[src/hdl/itr_pkg.sv]
// ----------------------------------------------------------------------------
// itr_pkg
// Shared types, constants and the digit character map for the
// integer-to-radix-digits converter.
// ----------------------------------------------------------------------------
package itr_pkg;

    localparam int NUMBER_BITS_DEFAULT = 64;
    localparam int NUMBER_W            = 64;
    localparam int RADIX_W             = 6;
    localparam int DIGIT_W             = 6;
    localparam int CHAR_W              = 7;
    localparam int STORE_DEPTH         = 64;
    localparam int STORE_AW            = 6;
    localparam int COUNT_W             = 7;
    localparam int CHUNK_BITS          = 8;

    localparam logic [RADIX_W-1:0] RADIX_MIN   = 6'd2;
    localparam logic [RADIX_W-1:0] RADIX_MAX   = 6'd36;
    localparam logic [RADIX_W-1:0] RADIX_RESET = 6'd16;

    localparam logic [CHAR_W-1:0] CHAR_ZERO = 7'd48;
    localparam logic [CHAR_W-1:0] CHAR_A    = 7'd97;

    typedef enum logic [2:0] {
        ST_IDLE,
        ST_DIV,
        ST_STORE,
        ST_READ,
        ST_EMIT
    } itr_state_t;

    typedef struct packed {
        logic load;
        logic div_step;
        logic store;
        logic rd;
        logic emit;
    } itr_cmd_t;

    typedef struct packed {
        logic radix_ok;
        logic div_last;
        logic quot_zero;
        logic count_full;
        logic count_one;
    } itr_stat_t;

    function automatic logic [CHAR_W-1:0] digit_to_ascii(input logic [DIGIT_W-1:0] d);
        logic [CHAR_W-1:0] dx;
        dx = CHAR_W'(d);
        if (d < 6'd10)
            return CHAR_ZERO + dx;
        else if (d < RADIX_MAX)
            return CHAR_A + dx - 7'd10;
        else
            return CHAR_ZERO;
    endfunction

endpackage

[src/hdl/itr_ram.sv]
// ----------------------------------------------------------------------------
// itr_ram
// Simple dual-port RAM, one write port, one read port with registered data.
// ----------------------------------------------------------------------------
module itr_ram #(
    parameter int WIDTH = 8,
    parameter int DEPTH = 64
) (
    input  logic                     clk,
    input  logic                     wr_en,
    input  logic [$clog2(DEPTH)-1:0] wr_addr,
    input  logic [WIDTH-1:0]         wr_data,
    input  logic                     rd_en,
    input  logic [$clog2(DEPTH)-1:0] rd_addr,
    output logic [WIDTH-1:0]         rd_data
);

    logic [WIDTH-1:0] mem [DEPTH];

    always_ff @(posedge clk)
    begin
        if (wr_en)
        begin
            mem[wr_addr] <= wr_data;
        end
        if (rd_en)
        begin
            rd_data <= mem[rd_addr];
        end
    end

endmodule

[src/hdl/itr_datapath.sv]
// ----------------------------------------------------------------------------
// itr_datapath
// Radix register, chunked long divider, digit store and character output.
// ----------------------------------------------------------------------------
module itr_datapath #(
    parameter int NUMBER_BITS = itr_pkg::NUMBER_BITS_DEFAULT
) (
    input  logic                                clk,
    input  logic                                rst_n,
    input  itr_pkg::itr_cmd_t                   cmd,
    output itr_pkg::itr_stat_t                  stat,
    input  logic [itr_pkg::NUMBER_W-1:0]        number,
    input  logic                                cfg_valid,
    input  logic [itr_pkg::RADIX_W-1:0]         cfg_radix,
    output logic [itr_pkg::CHAR_W-1:0]          digit_char,
    output logic                                last_char
);

    localparam int CHUNKS   = (NUMBER_BITS + itr_pkg::CHUNK_BITS - 1) / itr_pkg::CHUNK_BITS;
    localparam int PAD_BITS = CHUNKS * itr_pkg::CHUNK_BITS;
    localparam int STEP_W   = (CHUNKS > 1) ? $clog2(CHUNKS) : 1;
    localparam logic [STEP_W-1:0] STEP_LAST = STEP_W'(CHUNKS - 1);

    logic [itr_pkg::RADIX_W-1:0]  radix_reg;
    logic [PAD_BITS-1:0]          quot_reg, quot_next;
    logic [itr_pkg::DIGIT_W-1:0]  rem_reg, rem_next;
    logic [STEP_W-1:0]            step_reg;
    logic [itr_pkg::COUNT_W-1:0]  count_reg, count_next;
    logic [itr_pkg::COUNT_W-1:0]  count_dec;
    logic [itr_pkg::DIGIT_W-1:0]  rd_data;

    always_ff @(posedge clk or negedge rst_n)
    begin
        if (!rst_n)
        begin
            radix_reg <= itr_pkg::RADIX_RESET;
        end
        else if (cfg_valid)
        begin
            radix_reg <= cfg_radix;
        end
    end

    // one chunk of restoring long division per cycle, remainder stays below radix
    always_comb
    begin
        logic [itr_pkg::DIGIT_W:0]          t;
        logic [itr_pkg::DIGIT_W-1:0]        r;
        logic [itr_pkg::CHUNK_BITS-1:0]     qb;
        r  = rem_reg;
        qb = '0;
        for (int i = 0; i < itr_pkg::CHUNK_BITS; i++)
        begin
            t = {r, quot_reg[PAD_BITS-1-i]};
            if (t >= {1'b0, radix_reg})
            begin
                r = itr_pkg::DIGIT_W'(t - {1'b0, radix_reg});
                qb[itr_pkg::CHUNK_BITS-1-i] = 1'b1;
            end
            else
            begin
                r = t[itr_pkg::DIGIT_W-1:0];
            end
        end
        quot_next = (quot_reg << itr_pkg::CHUNK_BITS) | PAD_BITS'(qb);
        rem_next  = r;
    end

    assign count_dec = count_reg - 1'b1;

    always_comb
    begin
        count_next = count_reg;
        if (cmd.load)
            count_next = '0;
        else if (cmd.store)
            count_next = count_reg + 1'b1;
        else if (cmd.emit)
            count_next = count_dec;
    end

    always_ff @(posedge clk or negedge rst_n)
    begin
        if (!rst_n)
        begin
            count_reg <= '0;
            step_reg  <= '0;
        end
        else
        begin
            count_reg <= count_next;
            if (cmd.load || cmd.store)
                step_reg <= '0;
            else if (cmd.div_step)
                step_reg <= step_reg + 1'b1;
        end
    end

    always_ff @(posedge clk)
    begin
        if (cmd.load)
        begin
            quot_reg <= PAD_BITS'(number[NUMBER_BITS-1:0]);
            rem_reg  <= '0;
        end
        else if (cmd.div_step)
        begin
            quot_reg <= quot_next;
            rem_reg  <= rem_next;
        end
        else if (cmd.store)
        begin
            rem_reg <= '0;
        end
    end

    itr_ram #(
        .WIDTH (itr_pkg::DIGIT_W),
        .DEPTH (itr_pkg::STORE_DEPTH)
    ) u_store (
        .clk     (clk),
        .wr_en   (cmd.store),
        .wr_addr (count_reg[itr_pkg::STORE_AW-1:0]),
        .wr_data (rem_reg),
        .rd_en   (cmd.rd),
        .rd_addr (count_dec[itr_pkg::STORE_AW-1:0]),
        .rd_data (rd_data)
    );

    assign stat.radix_ok   = (radix_reg >= itr_pkg::RADIX_MIN) && (radix_reg <= itr_pkg::RADIX_MAX);
    assign stat.div_last   = (step_reg == STEP_LAST);
    assign stat.quot_zero  = (quot_reg == '0);
    assign stat.count_full = (count_reg == itr_pkg::COUNT_W'(itr_pkg::STORE_DEPTH - 1));
    assign stat.count_one  = (count_reg == itr_pkg::COUNT_W'(1));

    assign digit_char = itr_pkg::digit_to_ascii(rd_data);
    assign last_char  = cmd.emit && stat.count_one;

endmodule

[src/hdl/itr_ctrl.sv]
// ----------------------------------------------------------------------------
// itr_ctrl
// Sequencer: division passes per digit, then read-out of the digit store.
// ----------------------------------------------------------------------------
module itr_ctrl (
    input  logic               clk,
    input  logic               rst_n,
    input  logic               start,
    input  itr_pkg::itr_stat_t stat,
    output itr_pkg::itr_cmd_t  cmd,
    output logic               busy
);

    itr_pkg::itr_state_t state_reg, state_next;

    always_ff @(posedge clk or negedge rst_n)
    begin
        if (!rst_n)
        begin
            state_reg <= itr_pkg::ST_IDLE;
        end
        else
        begin
            state_reg <= state_next;
        end
    end

    always_comb
    begin
        state_next = state_reg;
        cmd        = '0;
        case (state_reg)
            itr_pkg::ST_IDLE:
            begin
                // bad radix: the item is taken and yields nothing
                if (start && stat.radix_ok)
                begin
                    cmd.load   = 1'b1;
                    state_next = itr_pkg::ST_DIV;
                end
            end
            itr_pkg::ST_DIV:
            begin
                cmd.div_step = 1'b1;
                if (stat.div_last)
                    state_next = itr_pkg::ST_STORE;
            end
            itr_pkg::ST_STORE:
            begin
                cmd.store = 1'b1;
                if (stat.quot_zero || stat.count_full)
                    state_next = itr_pkg::ST_READ;
                else
                    state_next = itr_pkg::ST_DIV;
            end
            itr_pkg::ST_READ:
            begin
                cmd.rd     = 1'b1;
                state_next = itr_pkg::ST_EMIT;
            end
            itr_pkg::ST_EMIT:
            begin
                cmd.emit = 1'b1;
                if (stat.count_one)
                    state_next = itr_pkg::ST_IDLE;
                else
                    state_next = itr_pkg::ST_READ;
            end
            default:
            begin
                state_next = itr_pkg::ST_IDLE;
            end
        endcase
    end

    assign busy = (state_reg != itr_pkg::ST_IDLE);

endmodule

[src/hdl/integer_to_radix_digits.sv]
// ----------------------------------------------------------------------------
// integer_to_radix_digits
// Converts an unsigned integer to ASCII digits in a base from 2 to 36.
// ----------------------------------------------------------------------------
// Usage:
//   Write the base on cfg_radix with cfg_valid (cfg_ready is always high);
//   reset sets base 16. Write it only while busy is low.
//   An item is taken when start is high and busy is low. The low NUMBER_BITS
//   bits of number are converted; busy stays high until the last character.
//   Characters come most significant first, one per out_valid pulse, with
//   last_char set on the final one. Zero gives the single character '0'.
//   A base outside 2..36 gives no characters and busy never rises.
// Sequence:
//   Each digit is formed by the divider, which retires 8 dividend bits per
//   cycle, and is then written to the digit store. Each character is read
//   from the digit store (registered RAM read) and then emitted.
//   The receiver cannot stall; every out_valid pulse is one character.
//   Reset returns the block to idle; the digit store needs no clearing.
// ----------------------------------------------------------------------------
module integer_to_radix_digits #(
    parameter int NUMBER_BITS = itr_pkg::NUMBER_BITS_DEFAULT
) (
    input  logic                          clk,
    input  logic                          rst_n,
    input  logic                          start,
    output logic                          busy,
    input  logic [itr_pkg::NUMBER_W-1:0]  number,
    input  logic                          cfg_valid,
    output logic                          cfg_ready,
    input  logic [itr_pkg::RADIX_W-1:0]   cfg_radix,
    output logic                          out_valid,
    output logic [itr_pkg::CHAR_W-1:0]    digit_char,
    output logic                          last_char
);

    itr_pkg::itr_cmd_t  cmd;
    itr_pkg::itr_stat_t stat;

    assign cfg_ready = 1'b1;
    assign out_valid = cmd.emit;

    itr_ctrl u_ctrl (
        .clk   (clk),
        .rst_n (rst_n),
        .start (start),
        .stat  (stat),
        .cmd   (cmd),
        .busy  (busy)
    );

    itr_datapath #(
        .NUMBER_BITS (NUMBER_BITS)
    ) u_datapath (
        .clk        (clk),
        .rst_n      (rst_n),
        .cmd        (cmd),
        .stat       (stat),
        .number     (number),
        .cfg_valid  (cfg_valid),
        .cfg_radix  (cfg_radix),
        .digit_char (digit_char),
        .last_char  (last_char)
    );

endmodule
[config.mk]
export PLATFORM = sky130hd
export DESIGN_NAME = integer_to_radix_digits
export DESIGN_NICKNAME = d
export VERILOG_FILES = /design/src/hdl/itr_pkg.sv /design/src/hdl/itr_ram.sv /design/src/hdl/itr_datapath.sv /design/src/hdl/itr_ctrl.sv /design/src/hdl/integer_to_radix_digits.sv
export SDC_FILE = /design/constraint.sdc
export NUM_CORES = 1
export LEC_CHECK = 0
export BUFFER_PORTS_ARGS = -buffer_cell sky130_fd_sc_hd__clkbuf_2
export CAP_MARGIN = 5
export CORE_UTILIZATION = 35
export CTS_BUF_LIST = sky130_fd_sc_hd__clkbuf_16
export DETAILED_ROUTE_END_ITERATION = 10
export PLACE_DENSITY_LB_ADDON = 0.12
export SKIP_LAST_GASP = 1
export SYNTH_ARGS = -nofsm -noshare
export SYNTH_HDL_FRONTEND = slang
export SYNTH_SLANG_ARGS = --single-unit
[constraint.sdc]
create_clock -name clk -period 21.8 [get_ports clk]
set_input_delay 1.09 -clock clk [delete_from_list [all_inputs] [get_ports clk]]
set_output_delay 1.09 -clock clk [all_outputs]
set_load 0.03 [all_outputs]
==> results of run 1 <==
-- cell families (layout without fill, tap and decap cells) --
group	count (synthesis)	count (layout)	share of synthesized area, %
and+or+nand+nor	439	439	8.82
adders and majority gates	65	65	3.94
buffers and inverters	107	239	1.84
xor gates and xnor gates	33	33	1.30
AOI/OAI and AO/OA	160	160	5.23
other	1	1	0.0169
DFF	479	479	64.2
muxes	163	163	14.6
-- per-layer routing --
layer | share of wire (%) | track usage [%] | wire (um)
met3 | 4.2 | 2.87 | 2320
met1 | 45 | 23.9 | 24800
met2 | 48 | 28.6 | 26300
met4 | 2.7 | 5.54 | 1480
met5 | 0.069 | 0 | 38
-- through the flow --
stage	instance area, um2	instances	util (%)
2_1_floorplan	22200	1447	-
3_3_place_gp	23600	2324	37.9
3_5_place_dp	23600	2324	37.9
4_1_cts	25200	2416	40.6
5_1_grt	25200	2416	40.6
6_report	25200	2416	40.6
-- area by class of cell --
cell class | instances | area (um2) | share of cell area (%)
clock buffer | 52 | 1300 | 5.16
multi-input combinational | 861 | 7560 | 30.0
clock inverter | 40 | 363 | 1.44
sequential | 479 | 14200 | 56.5
timing repair buffer | 99 | 536 | 2.12
tap | 837 | 1050 | 4.15
inverter | 48 | 180 | 0.714
-- cell usage after synthesis, drive strengths merged, types with 12 or more instances --
cell | number | area (um2)
edfxtp | 454 | 13600
nand2 | 220 | 826
mux4 | 126 | 2840
nor2 | 109 | 409
ha | 57 | 713
clkbuf | 47 | 176
inv | 47 | 176
o21ai | 47 | 243
a21oi | 39 | 199
xnor2 | 25 | 219
mux2 | 21 | 244
dfrtp | 18 | 450
nor4 | 18 | 128
mux2i | 16 | 160
nand3 | 16 | 80.1
a21o | 14 | 105
buf | 12 | 50.1
-- worst max-delay path, delay by kind of cell (launching register included) --
kind,cells,cell delay [ps]
AO/OA/AOI/OAI,39,8710
adder cells (fa/ha/maj),8,2350
buffers and inverters,5,740
flip-flops,1,810
multiplexers,9,3010
AND/OR/NAND/NOR,9,1520
-- path summary, 6_finish.rpt --
| path | to | depth (start not counted) |
|---|---|---|
| worst max-delay path | u_datapath.rem_reg[0] | 70 |
| worst min-delay path | u_datapath.step_reg[2] | 1 |
| worst max register to register | u_datapath.rem_reg[0] | 70 |
| worst min register to register | u_datapath.step_reg[2] | 1 |
| max in group asynchronous | u_datapath.count_reg[0] | 1 |
| min in group asynchronous | u_datapath.count_reg[3] | 1 |
==> metrics, run 1 <==
outcome=finished, final reports clean; Clock Latency Late Sink=approximately 600 ps; Core Area=0.0622 mm2; synth warn=0; Setup Viol. Count Final=0; Cells after Synth=1,447; Cell Area, Synth=0.0222 mm2; IO Pins=85; total track usage=17.5%; Crit. End Element=flip-flop; Fillers=5,807; largest net degree at the start of global routing=69; Post-Syn Nets=1,586; Post-CTS Setup Repair Bufs=0; Worst Path Arrival=17,780 ps; Worst Slack Setup Final=4490 ps; Place WS=4560 ps; Final Cycle Share=79.4%; crit path launch type=flip-flop; Tmin final=17,310 ps; Fmax=~58 MHz; post_cts resized=0; clock root buffer=clkbuf_16; CTS sink cnt=479; Worst Skew=29.0 ps; initial antenna violation count=3; Vias/cell=5.15; Least-Margin Pin Slew=1010 ps; CTS tree=done; Slew HR=32.6%; post-DP HPWL=around 35,000 um; drt wl/cell=22.7 um; Port Buffers=slightly above 80; clock transition at the registers of the reported paths=about 70 ps; Setup crit start=u_datapath.radix_reg[1]; Crit Path Max Fanout=12; most used cell, CP=ha_1; routability cong.=0.831; Core Rows=91; commonest non-fill, non-tap cell in the layout=edfxtp_1; NumNets Final=between 1,500 and 2,000; distinct cell type count after synthesis=77; total wire length=approximately 55,000 um; final setup TNS=0 ps; ANT nets after route=0; Final Slew Violations=0; RSZ-0062 raised after global routing=false; vias in the first global route=12,866; Overflow after GRT=0; Die W=254 um; DRC=0; Initial Util=between 30% and 40%; DR iter-0 viols=between 800 and 900; DRT Pass-1 Iters=7; Post-synth EDFFs=454; Crit Path Category=flip-flop to flip-flop; Final Hold Viols=0; Worst path max stage delay=810 ps; Die Footprint=0.0643 mm2; Hold Path Origin=u_datapath.step_reg[2]; r2r startpoint=u_datapath.radix_reg[1]; slowest cell on the critical path=dfrtp_1; Worst Hold Slack=between 500 and 600 ps; Maximum Capacitance Violations=0; register area share after synthesis=64.2%; CTS buffer count=51; H-tree Lvls=2; Req. time, crit path=between 20,000 and 25,000 ps; Area growth syn-to-layout=13.8%; Synth Flop Type=edfxtp_1; ant diodes=0; post-synthesis register bit count=479; asr flop ratio synth=~4.0%; Post-CTS Hold Fix Bufs=0; commonest cells after routing, fill and taps aside=454 x edfxtp_1, 219 x nand2_1, 126 x mux4_2; Largest register FFs=around 380; Tightest Hold Check Type=flip-flop to flip-flop; Avg Inst Size Synth=~15 um2; share of layout cells above drive strength 1=a little under a quarter; vias=12,445; maximum buffer depth of the clock tree=3; Die H=254 um; R2R setup slack=~4500 ps; first-pass GRT wire length=82,500 um
Power of run 1 is left out: the tool's default activity adds up to more than one toggle a clock period on the data nets, which glitch-free logic cannot reach.
==> run 2, diff against run 1 <==
Settings changed: ABC_AREA set to 1.
Clock period 21.8 ns to 17.25 ns, I/O delays scaled along.
==> metrics, run 2 <==
distinct cell type count after synthesis=between 50 and 60; Avg Inst Size Synth=11.1 um2; Port Buffers=83; GRT met2 Usage=29.8%; main combinational cell family by area after synthesis=simple AND/OR/NAND/NOR gates; NumNets Final=2,243; final setup TNS=0 ps; maximum buffer depth of the clock tree=3; Fmax=65.1 MHz; Core Rows=92; Vias/cell=5.16; RSZ-0062 raised after global routing=false; grt met3 use=approximately 2.6%; outcome=finished, final reports clean; clock root buffer=clkbuf_16; Final Non-Filler Cells=about 3,000; drt wl/cell=20.0 um; DR iter-0 viols=964; initial antenna violation count=1; Die Footprint=approximately 0.066 mm2; first-pass GRT wire length=91,500 um; Cells after Synth=slightly above 2,000; Synth Flop Type=edfxtp_1; Post-synth EDFFs=454; synth warn=0; total wire length=59,800 um; post-synth top area cell=edfxtp_1; Req. time, crit path=17,770 ps; largest net degree at the start of global routing=99; slowest cell on the critical path=a221oi_1; Post-Syn Nets=2,186; Worst Skew=42.5 ps; Setup Viol. Count Final=0; vias=15,427; Crit. End Element=flip-flop; Worst Path Arrival=15,870 ps; ant diodes=0; Clock Latency Late Sink=610 ps; DRT Pass-1 Iters=6; Initial Util=35.7%; share of the synthesized area in the top cell type=between 60 and 70%; CTS tree=done; Tmin final=about 15,000 ps; CTS sink cnt=479; Die W=about 260 um; asr flop ratio synth=3.97%; Maximum Capacitance Violations=0; Post-Synth Simple-Gate Area=14.7%; vias in the first global route=15,184; gr busiest metal=met2; IO Pins=between 80 and 90; DRC=0; Synth Area in Compound Gates=between 10% and 20%; Post-CTS Setup Repair Bufs=0; xor/xnor share of the synthesized area=1.28%; Die H=256 um; Final Cycle Share=89.0%; Synth area leaders=edfxtp_1 60%, nor2_1 5.5%, nand2_1 4.9%; Worst path max stage delay=550 ps; Tightest Hold Check Type=input port to async pin; R2R cell count=81; most common cell in the netlist=edfxtp_1; Core Area=about 0.064 mm2; Area growth syn-to-layout=12.7%; Crit Path Max Fanout=12; total track usage=18.1%; Slew HR=33.0%; Final Slew Violations=0; Post-CTS Hold Fix Bufs=0; commonest cells in the netlist=454 x edfxtp_1, 335 x nor2_1, 293 x nand2_1; clock transition at the registers of the reported paths=approximately 60 ps; placed cells=about 2,900; Cell Area, Synth=0.0227 mm2; register area share after synthesis=62.8%; post-synthesis register bit count=about 480; crit path launch type=flip-flop; commonest cells after routing, fill and taps aside=454 x edfxtp_1, 334 x nor2_1, 292 x nand2_1; commonest non-fill, non-tap cell in the layout=edfxtp_1; met1 usage in global routing=24.7%; CTS buffer count=52; Adder-Cell Fraction of Synth Area=3.85%; routability cong.=approximately 0.86; ANT nets after route=0; share of layout cells above drive strength 1=10.6%; Crit Path Category=flip-flop to flip-flop; Final Hold Viols=0; Overflow after GRT=0; Least-Margin Pin Slew=around 1000 ps; H-tree Lvls=2; Largest register FFs=384; post-DP HPWL=37,000 um; mux share of post-synthesis cell area=approximately 1.6%
==> run 2: changes by cell type after synthesis, moves of 19 or more <==
cell	delta
mux2i_1	+20
o21ai_0	+151
nand2_1	+73
o32ai_1	+60
clkbuf_1	+45
inv_1	+98
nand3_1	+59
o211ai_1	+45
mux4_2	-126
o221ai_1	+36
nor2_1	+226
mux2_2	-19
==> run 2: per-layer routing <==
metal  vias up  wire length (um)
li1       7480                 -
met3        87              2950
met5         -                11
met4         2              1430
met1      7477             27100
met2       381             28300
==> run 2: repair_timing <==
item / 4_1_cts / 5_1_grt
gates resized for setup: 0 / 2
endpoints found under the setup margin: 0 / 7
endpoints found under the hold margin: 0 / 0
==> run 2: final cells by class <==
cell class	instances	area [um2]
Fill cell	6169	38000
Tap cell	846	1060
Inverter	147	556
Clock buffer	53	1330
Timing Repair Buffer	104	573
Multi-Input combinational cell	1320	7530
Sequential cell	479	14200
Clock inverter	38	246
==> run 2: final timing paths <==
kind                       slack [ps]               startpoint                       to
setup / recovery                 1900  u_datapath.radix_reg[4]    u_datapath.rem_reg[5]
hold / removal                    260                    rst_n  u_datapath.count_reg[5]
setup reg to reg                 1900  u_datapath.radix_reg[4]    u_datapath.rem_reg[5]
hold reg to reg                   500   u_datapath.step_reg[2]   u_datapath.step_reg[2]
max in group asynchronous       16500                    rst_n  u_datapath.count_reg[0]
min in group clk                  490             cfg_radix[4]  u_datapath.radix_reg[4]
==> run 2: cells by family (layout without fill, tap and decap cells) <==
| kind of cell | after synthesis | in the layout |
|---|---|---|
| AOI/OAI and AO/OA | 409 | 409 |
| xor gates and xnor gates | 33 | 33 |
| adders and majority gates | 65 | 65 |
| buffers and inverters | 248 | 342 |
| DFF | 479 | 479 |
| muxes | 36 | 36 |
| other | 1 | 1 |
| and+or+nand+nor | 776 | 776 |
==> run 2: critical path, delay by kind of cell (launching register included) <==
kind	cells	cell delay, ps
AOI/OAI and AO/OA	32	7170
adders and majority gates	8	2620
buffers and inverters	13	1340
DFF	1	530
and+or+nand+nor	28	3600
==> run 2: through the flow <==
| stage | hold WS, ps | area [um2] | utilization [%] | setup WS (ps) |
|---|---|---|---|---|
| final | 257 | 25500 | 40.2 | 1900 |
| after global routing | 280 | 25500 | 40.2 | 246 |
| after CTS | 235 | 25500 | 40.2 | 1490 |
| after detailed placement | 494 | 24000 | 37.7 | 1530 |
| after global placement | 483 | 24000 | 37.7 | 2130 |
| after floorplan | 466 | 22700 | - | 3550 |
Power of run 2 is left out for the same reason.
==> run 3, diff against run 2 <==
Settings changed: BUFFER_PORTS_ARGS -buffer_cell sky130_fd_sc_hd__clkbuf_2 to -buffer_cell sky130_fd_sc_hd__buf_2.
==> metrics, run 3 (synthesis results as in run 2) <==
clock root buffer=clkbuf_16; maximum buffer depth of the clock tree=3; Overflow after GRT=0; Final Slew Violations=0; Fmax=65.6 MHz; Setup Viol. Count Final=0; multi-input combinational cell area=roughly 0.0075 mm2; Crit. End Element=flip-flop; Least-Margin Pin Slew=1220 ps; Worst Slack Setup Final=2000 ps; Tightest Hold Check Type=input port to async pin; Post-CTS Setup Repair Bufs=0; Fillers=6,205; vias=15,529; crit path launch type=flip-flop; ANT nets after route=0; Worst Skew=36.8 ps; post-route cell area=0.0257 mm2; clock transition at the registers of the reported paths=60 ps; Req. time, crit path=17,790 ps; Worst path max stage delay=560 ps; DRC=0; first-pass GRT wire length=just over 90,000 um; H-tree Lvls=2; Die H=between 200 and 300 um; DR iter-0 viols=1,217; Vias/cell=5.18; CTS sink cnt=479; initial antenna violation count=1; total track usage=a little under a fifth; Crit Path Category=flip-flop to flip-flop; delay-heaviest family, CP=compound AO/OA/AOI/OAI gates; vias in the first global route=between 15,000 and 20,000; largest net degree at the start of global routing=121; slowest cell on the critical path=a221oi_1; Core Rows=92; Crit Path Max Fanout=12; NumNets Final=2,244; DRT Pass-1 Iters=5; IO Pins=85; Clock Latency Late Sink=630 ps; Area growth syn-to-layout=13.3%; Tmin final=around 15,000 ps; commonest cells after routing, fill and taps aside=454 x edfxtp_1, 334 x nor2_1, 292 x nand2_1; share of layout cells above drive strength 1=11.2%; outcome=finished, final reports clean; CTS buffer count=52; Maximum Capacitance Violations=0; routability cong.=0.858; Worst Path Arrival=about 16,000 ps; commonest non-fill, non-tap cell in the layout=edfxtp_1; Final Hold Viols=0; storage element area=0.0142 mm2; most used cell, CP=nand2_1; Core Area=0.0635 mm2; CTS tree=done; Crit path buffers/inverters=13; RSZ-0062 raised after global routing=false; Port Buffers=83; area post-placement=0.0239 mm2; total wire length=60,300 um; Die Footprint=approximately 0.066 mm2; post-DP HPWL=37,300 um; Initial Util=approximately 36%; Largest register FFs=approximately 380; final setup TNS=0 ps; Final Cycle Share=88.4%; Die W=256 um; drt wl/cell=20.1 um; Slew HR=about a fifth; Place WS=1570 ps
-- run 3: cell types whose count changed in the layout (fill, tap and decap cells not counted), moves of 2 or more --
cell | before | now
buf_2 | 0 | 83
clkbuf_2 | 83 | 0
clkinv_2 | 10 | 16
bufinv_16 | 2 | 6
inv_1 | 150 | 146
clkinv_1 | 18 | 15
clkinv_4 | 0 | 2
clkinvlp_4 | 1 | 3
inv_6 | 2 | 0
-- run 3: area by class of cell --
class	instances	area share, %
well taps	846	4.12
repair buffers	105	2.26
multi-input cells	1320	29.3
diodes	1	0.00974
flip-flops and latches	479	55.5
clock buffers	52	5.07
inverters	147	2.16
clock inverters	45	1.64
-- run 3: routing by layer --
layer  routed length (um)  part of all wire [%]  vias up  track usage (%)
li1                     -                     -     7489                -
met1                27900                    46     7603             24.8
met2                28300                    47      352             30.1
met3                 2840                   4.7       83             3.26
met4                 1260                   2.1        2             4.89
met5                   13                 0.022        -                0
-- run 3: final timing paths --
check | startpoint | end | slack, ps | cells after the start
min in group clk | cfg_radix[2] | u_datapath.radix_reg[2] | 470 | 3
min | rst_n | u_datapath.radix_reg[1] | 250 | 1
max | u_datapath.radix_reg[1] | u_datapath.rem_reg[3] | 2000 | 84
max reg2reg | u_datapath.radix_reg[1] | u_datapath.rem_reg[3] | 2000 | 84
min reg2reg | u_datapath.rem_reg[5] | u_datapath.u_store.mem[59][5] | 480 | 0
max in group asynchronous | rst_n | u_datapath.count_reg[0] | 16580 | 1
-- run 3: timing repair --
| action | CTS | global route |
|---|---|---|
| hold buffers | 0 | 0 |
| gates resized for setup | 0 | 2 |
| endpoints found under the setup margin | 0 | 7 |
-- run 3: metrics by stage --
| step | util (%) | instances | hold slack, ps |
|---|---|---|---|
| finish | 40.4 | 2995 | 246 |
| global placement | 37.7 | 2897 | 480 |
| CTS | 40.4 | 2994 | 214 |
| detailed placement | 37.7 | 2897 | 477 |
| global route | 40.4 | 2994 | 240 |
| floorplan | - | 2047 | 466 |
Power of run 3 is left out for the same reason.
